<file path="src/rtl/lwd_pkg.sv">
// ----------------------------------------------------------------------------
// lwd_pkg
// Shared types and constants for the LZSS window decompressor.
// ----------------------------------------------------------------------------
package lwd_pkg;

    localparam int BYTE_W = 8;
    localparam int CNT_W  = 5;

    localparam logic [BYTE_W-1:0] FILL_BYTE     = 8'h20;
    localparam logic [3:0]        FLAG_COUNT    = 4'd8;
    localparam logic [CNT_W-1:0]  COPY_CNT_BIAS = 5'd2;

    typedef enum logic [1:0] {
        ST_IDLE,
        ST_READ,
        ST_WRITE
    } ctrl_state_t;

    typedef struct packed {
        logic [BYTE_W-1:0] data;
        logic              last;
    } out_word_t;

endpackage

</file>
<file path="src/rtl/lwd_ctrl.sv">
// ----------------------------------------------------------------------------
// lwd_ctrl
// Token parser and copy sequencer: decodes flag, literal and reference bytes
// and steps the shared source-address unit through each copy.
// ----------------------------------------------------------------------------
module lwd_ctrl #(
    parameter int WINDOW_BITS = 12
) (
    input  logic                       aclk,
    input  logic                       aresetn,
    input  logic                       in_valid,
    output logic                       in_ready,
    input  logic [lwd_pkg::BYTE_W-1:0] in_byte,
    input  logic                       out_free,
    output logic                       out_load,
    output lwd_pkg::out_word_t         out_word,
    output logic                       mem_we,
    output logic [WINDOW_BITS-1:0]     mem_waddr,
    output logic [lwd_pkg::BYTE_W-1:0] mem_wdata,
    output logic                       mem_re,
    output logic [WINDOW_BITS-1:0]     mem_raddr,
    input  logic [lwd_pkg::BYTE_W-1:0] mem_rdata
);
    import lwd_pkg::*;

    ctrl_state_t             state_reg, state_next;
    logic [WINDOW_BITS-1:0]  wp_reg, wp_next;
    logic                    wrapped_reg, wrapped_next;
    logic [BYTE_W-1:0]       flag_bits_reg, flag_bits_next;
    logic [3:0]              flags_left_reg, flags_left_next;
    logic [BYTE_W-1:0]       ref_low_reg, ref_low_next;
    logic                    ref_half_reg, ref_half_next;
    logic [WINDOW_BITS-1:0]  off_reg, off_next;
    logic [CNT_W-1:0]        cnt_reg, cnt_next;
    logic                    hit_reg, hit_next;

    logic                    accept;
    logic [WINDOW_BITS-1:0]  src_addr;
    logic [BYTE_W-1:0]       copy_byte;

    assign in_ready  = (state_reg == ST_IDLE) && out_free;
    assign accept    = in_valid && in_ready;
    assign src_addr  = wp_reg - off_reg;
    assign copy_byte = hit_reg ? mem_rdata : FILL_BYTE;

    always_ff @(posedge aclk) begin
        if (!aresetn) begin
            state_reg      <= ST_IDLE;
            wp_reg         <= '0;
            wrapped_reg    <= 1'b0;
            flag_bits_reg  <= '0;
            flags_left_reg <= '0;
            ref_low_reg    <= '0;
            ref_half_reg   <= 1'b0;
            cnt_reg        <= '0;
        end else begin
            state_reg      <= state_next;
            wp_reg         <= wp_next;
            wrapped_reg    <= wrapped_next;
            flag_bits_reg  <= flag_bits_next;
            flags_left_reg <= flags_left_next;
            ref_low_reg    <= ref_low_next;
            ref_half_reg   <= ref_half_next;
            cnt_reg        <= cnt_next;
        end
    end

    always_ff @(posedge aclk) begin
        off_reg <= off_next;
        hit_reg <= hit_next;
    end

    always_comb begin
        state_next      = state_reg;
        wp_next         = wp_reg;
        wrapped_next    = wrapped_reg;
        flag_bits_next  = flag_bits_reg;
        flags_left_next = flags_left_reg;
        ref_low_next    = ref_low_reg;
        ref_half_next   = ref_half_reg;
        off_next        = off_reg;
        cnt_next        = cnt_reg;
        hit_next        = hit_reg;
        out_load        = 1'b0;
        out_word.data   = in_byte;
        out_word.last   = 1'b1;
        mem_we          = 1'b0;
        mem_waddr       = wp_reg;
        mem_wdata       = in_byte;
        mem_re          = 1'b0;
        mem_raddr       = src_addr;

        case (state_reg)
            ST_IDLE: begin
                if (accept) begin
                    if (flags_left_reg == '0) begin
                        flag_bits_next  = in_byte;
                        flags_left_next = FLAG_COUNT;
                    end else if (flag_bits_reg[0]) begin
                        mem_we          = 1'b1;
                        out_load        = 1'b1;
                        wp_next         = wp_reg + 1'b1;
                        wrapped_next    = wrapped_reg || (wp_reg == '1);
                        flag_bits_next  = flag_bits_reg >> 1;
                        flags_left_next = flags_left_reg - 1'b1;
                    end else if (!ref_half_reg) begin
                        ref_low_next  = in_byte;
                        ref_half_next = 1'b1;
                    end else begin
                        off_next        = WINDOW_BITS'({in_byte[7:4], ref_low_reg});
                        cnt_next        = CNT_W'(in_byte[3:0]) + COPY_CNT_BIAS;
                        ref_low_next    = '0;
                        ref_half_next   = 1'b0;
                        flag_bits_next  = flag_bits_reg >> 1;
                        flags_left_next = flags_left_reg - 1'b1;
                        state_next      = ST_READ;
                    end
                end
            end
            ST_READ: begin
                // unwritten positions read as fill
                mem_re     = 1'b1;
                hit_next   = wrapped_reg || (src_addr < wp_reg);
                state_next = ST_WRITE;
            end
            ST_WRITE: begin
                out_word.data = copy_byte;
                out_word.last = (cnt_reg == '0);
                mem_wdata     = copy_byte;
                if (out_free) begin
                    mem_we       = 1'b1;
                    out_load     = 1'b1;
                    wp_next      = wp_reg + 1'b1;
                    wrapped_next = wrapped_reg || (wp_reg == '1);
                    if (cnt_reg == '0) begin
                        state_next = ST_IDLE;
                    end else begin
                        cnt_next   = cnt_reg - 1'b1;
                        state_next = ST_READ;
                    end
                end
            end
            default: begin
                state_next = ST_IDLE;
            end
        endcase
    end

    a_load_needs_slot: assert property (@(posedge aclk) disable iff (!aresetn)
        out_load |-> out_free)
        else $error("result loaded into a busy output register");

    a_read_then_write: assert property (@(posedge aclk) disable iff (!aresetn)
        (state_reg == ST_READ) |=> (state_reg == ST_WRITE))
        else $error("copy read not followed by write");

    a_last_ends_copy: assert property (@(posedge aclk) disable iff (!aresetn)
        (out_load && out_word.last && (state_reg == ST_WRITE)) |=> (state_reg == ST_IDLE))
        else $error("copy did not end after its last byte");

    a_wrapped_sticky: assert property (@(posedge aclk) disable iff (!aresetn)
        wrapped_reg |=> wrapped_reg)
        else $error("window fill mark cleared outside reset");

endmodule

</file>
<file path="config.mk">
export PLATFORM = sky130hd
export DESIGN_NAME = lwd_ctrl
export DESIGN_NICKNAME = d
export VERILOG_FILES = /design/src/rtl/lwd_pkg.sv /design/src/rtl/lwd_ctrl.sv
export SDC_FILE = /design/constraint.sdc
export NUM_CORES = 1
export LEC_CHECK = 0
export ABC_AREA = 1
export BUFFER_PORTS_ARGS = -buffer_cell sky130_fd_sc_hd__clkbuf_2
export CORE_MARGIN = 2
export CORE_UTILIZATION = 50
export DETAILED_ROUTE_END_ITERATION = 8
export GPL_TIMING_DRIVEN = 0
export PLACE_DENSITY_LB_ADDON = 0.1
export SYNTH_ARGS = -nofsm -noshare
export SYNTH_HDL_FRONTEND = slang
export SYNTH_SLANG_ARGS = --single-unit
</file>
<file path="constraint.sdc">
create_clock -name aclk -period 2.5 [get_ports aclk]
set_clock_uncertainty 0.1 [all_clocks]
set_input_delay 0.125 -clock aclk [delete_from_list [all_inputs] [get_ports aclk]]
set_output_delay 0.125 -clock aclk [all_outputs]
set_load 0.05 [all_outputs]
</file>
==> impl_results.md <==
- Number of port buffers: 64
- Leakage: 2.05 nW
- Global-route wire length before repair: 15.0 mm
- Max clock buf depth: 2
- Pwr/cell area: 384 nW/um2
- Fin nets: 648
- R2R cell count: 15
- FMAX: 0.391 GHz
- YS warnings: 0
- Starting density of the core: 0.520
- CTS tree: yes
- Htree depth: 2
- HPWL after DPL: 7.07 mm
- Pins Over Slew Limit: 0
- GRT Overall Usage: 0.247
- Post-Syn Instances: 516
- Main synth FF type: dfxtp_1
- Clock power share: 0.282
- Mapped cell area: 3570 um2
- Internal: 1.22 mW
- Most frequent cells in the layout: nand2_1, inv_1, clkbuf_2
- Switching share of total power: 0.307
- Row count: 30
- Total negative slack: -0.0592 ns
- 1st-iter DRT viols: 152
- Post-route ant nets: 0
- Post-synth EDFFs: 13
- CP cell instances: inv_4, ha_4, inv_2, fa_2, nand3_2, nand2_4, nand3_4, nand2_4, xor2_4, ha_1, nand4_1, nor3_1, nand2_1, nand3_2, nand2_2
- Root Buffer Master: clkbuf_8
- Reg clk slew, reported paths: 0.11 ns
- Reg power frac: 0.523
- Comb pwr share: 0.194
- Crit Path Class: reg2reg
- Final Core Density: 0.668
- Run status: complete, but fails checks
- Arr. time, crit path: 2.53 ns
- Pwr Total: 1.76 mW
- Library cells used by synthesis: 35
- Initial antenna violation count: 0
- Total wire length: 9.36 mm
- Hold depth: 3
- Area Overhead vs Synth: 28.5%
- Top-Level Pins: 65
- Switching power total: 0.541 mW
- Seq cells post-synth: 54
- Most common cell after layout, fill and taps aside: nand2_1
- Hold Crit Start: in_byte[0]
- DRC Markers: 0
- Largest stage delay on the critical path: 0.37 ns
- Req. time, crit path: 2.48 ns
- Count of final hold-check violations: 0
- Async S/R FF share, synth: 0
- Reg-to-reg slack, setup: -0.06 ns
- Largest net degree at the start of global routing: 18
- Die ar.: 7830 um2
- Hold Crit Class: in2reg
- RSZ-0062 raised after global routing: true
- Clk_lat worst skew: 0.31 ns
- Part of the Yosys area used for sequential elements: 0.339
- Final Critical Period: 2.56 ns
- Overflow after GRT: 0
- Rel. slew slack: 0.412
- Number of buffers created by CTS: 5
- Final Cycle Share: 1.02
- Worst setup margin: -0.0592 ns
- Clock sink count: 54
- Vias/cell: 5.21
- Gp weighted congestion: 0.918
- Die Wd: 88.5 um
- R2R Path End: hit_reg
- Hold WS: 0.0376 ns
- CP max FO: 3
- Vias post-DR: 3,634
- Chip Height: 88.5 um
- Peak supply drop: 0.341 mV
- Hold Path End: ref_low_reg[0]
- Fraction of layout cells with a size suffix above 1: 0.274
- Vias in the first global route: 3,245
- WL/cell: 13.4 um
- CP max stage cell: dfxtp_4
- Post-synth net total: 563
- Mean area per synthesized cell: 6.92 um2
- Worst slew pin tran: 0.879 ns
- Max-Cap Viols: 0
- Failing checks: setup timing
- Diodes inserted: 0
- Drt pass-1 iters: 4
- Worst reg2reg path startpoint: mem_waddr[0]
- CORE AREA: 6870 um2
- CP Launch Type: flop
- CP Capture Type: flop
- Final setup vio count: 1
## worst max-delay path by stage
stage	depth (start not counted)	startpoint	slack, ns	to
final	15	mem_waddr[0]	-0.06	hit_reg
after floorplan	15	mem_waddr[0]	-0.18	hit_reg
after detailed placement	12	mem_waddr[2]	-0.35	hit_reg
after global routing	12	mem_waddr[4]	-0.16	hit_reg
after CTS	15	mem_waddr[0]	-0.09	hit_reg
after global placement	12	mem_waddr[2]	-0.32	hit_reg
## timing repair
action	in CTS	in global routing
cloned	0	0
buffers inserted	9	0
resized for setup	22	6
hold endpoints to repair	5	0
hold buffers	5	0
endpoints found under the setup margin	1	1
pin swaps	8	5
## cell families (layout without fill, tap and decap cells)
logic type	after synthesis	in the layout	share of synthesized area
flops	54	54	0.339
simple gates	243	243	0.287
compound gates	90	90	0.136
xor+xnor	11	11	0.0270
buf+inv	91	177	0.114
fa+ha+maj	27	27	0.0967
## power groups by stage
stage | registers, mW | logic [mW] | clock network (mW)
5_1_grt | 0.925 | 0.377 | 0.545
2_1_floorplan | 0.941 | 0.248 | 0
3_5_place_dp | 0.943 | 0.330 | 0
6_report | 0.923 | 0.343 | 0.498
4_1_cts | 0.922 | 0.341 | 0.504
3_3_place_gp | 0.942 | 0.325 | 0
## cell usage after synthesis (3+ instances only)
| library cell | instances | area [um2] |
|---|---|---|
| nand2_2 | 5 | 31.3 |
| buf_6 | 4 | 45.0 |
| inv_1 | 67 | 251 |
| nand2_1 | 128 | 480 |
| dfxtp_1 | 41 | 821 |
| nand3_1 | 35 | 175 |
| nor3_1 | 3 | 15.0 |
| inv_2 | 3 | 11.3 |
| o21ai_0 | 30 | 150 |
| ha_1 | 26 | 325 |
| buf_4 | 9 | 67.6 |
| xnor2_1 | 4 | 35.0 |
| nand4_1 | 10 | 62.6 |
| nor2_2 | 3 | 18.8 |
| clkbuf_1 | 4 | 15.0 |
| edfxtp_1 | 13 | 390 |
| a21oi_1 | 46 | 230 |
| xor2_1 | 7 | 61.3 |
| nor2_1 | 55 | 206 |
| o21ai_1 | 3 | 15.0 |
## worst max-delay path: cells and delay by family (launching register included)
| family | cells | cell delay (ns) |
|---|---|---|
| XOR/XNOR | 1 | 0.15 |
| flip-flops | 1 | 0.37 |
| buffers and inverters | 2 | 0.10 |
| adder cells (fa/ha/maj) | 3 | 0.76 |
| AND/OR/NAND/NOR | 9 | 0.85 |
## final cells by class
class,instances,area (um2)
multi-input combinational,371,2290
fill,623,2280
sequential,54,1240
timing repair buffer,78,438
inverter,71,269
buffer,20,141
tap,96,120
clock buffer,5,68.8
clock inverter,3,21.3
## metrics by stage
step	area (um2)	std cells	setup slack [ns]
6_report	4590	698	-0.0592
3_3_place_gp	4230	676	-0.324
3_5_place_dp	4230	676	-0.346
4_1_cts	4560	698	-0.0852
5_1_grt	4590	698	-0.160
2_1_floorplan	3790	516	-0.181
## per-layer routing
| metal | global-route usage | part of all wire | up-vias | routed length, um |
|---|---|---|---|---|
| li1 | - | - | 1841 | - |
| met1 | 0.308 | 0.43 | 1661 | 4050 |
| met2 | 0.447 | 0.50 | 115 | 4710 |
| met3 | 0.0289 | 0.045 | 17 | 422 |
| met4 | 0.0758 | 0.019 | 0 | 178 |
| met5 | 0 | 0 | - | 0 |
Note: power is estimated with default switching activity, not from simulation.
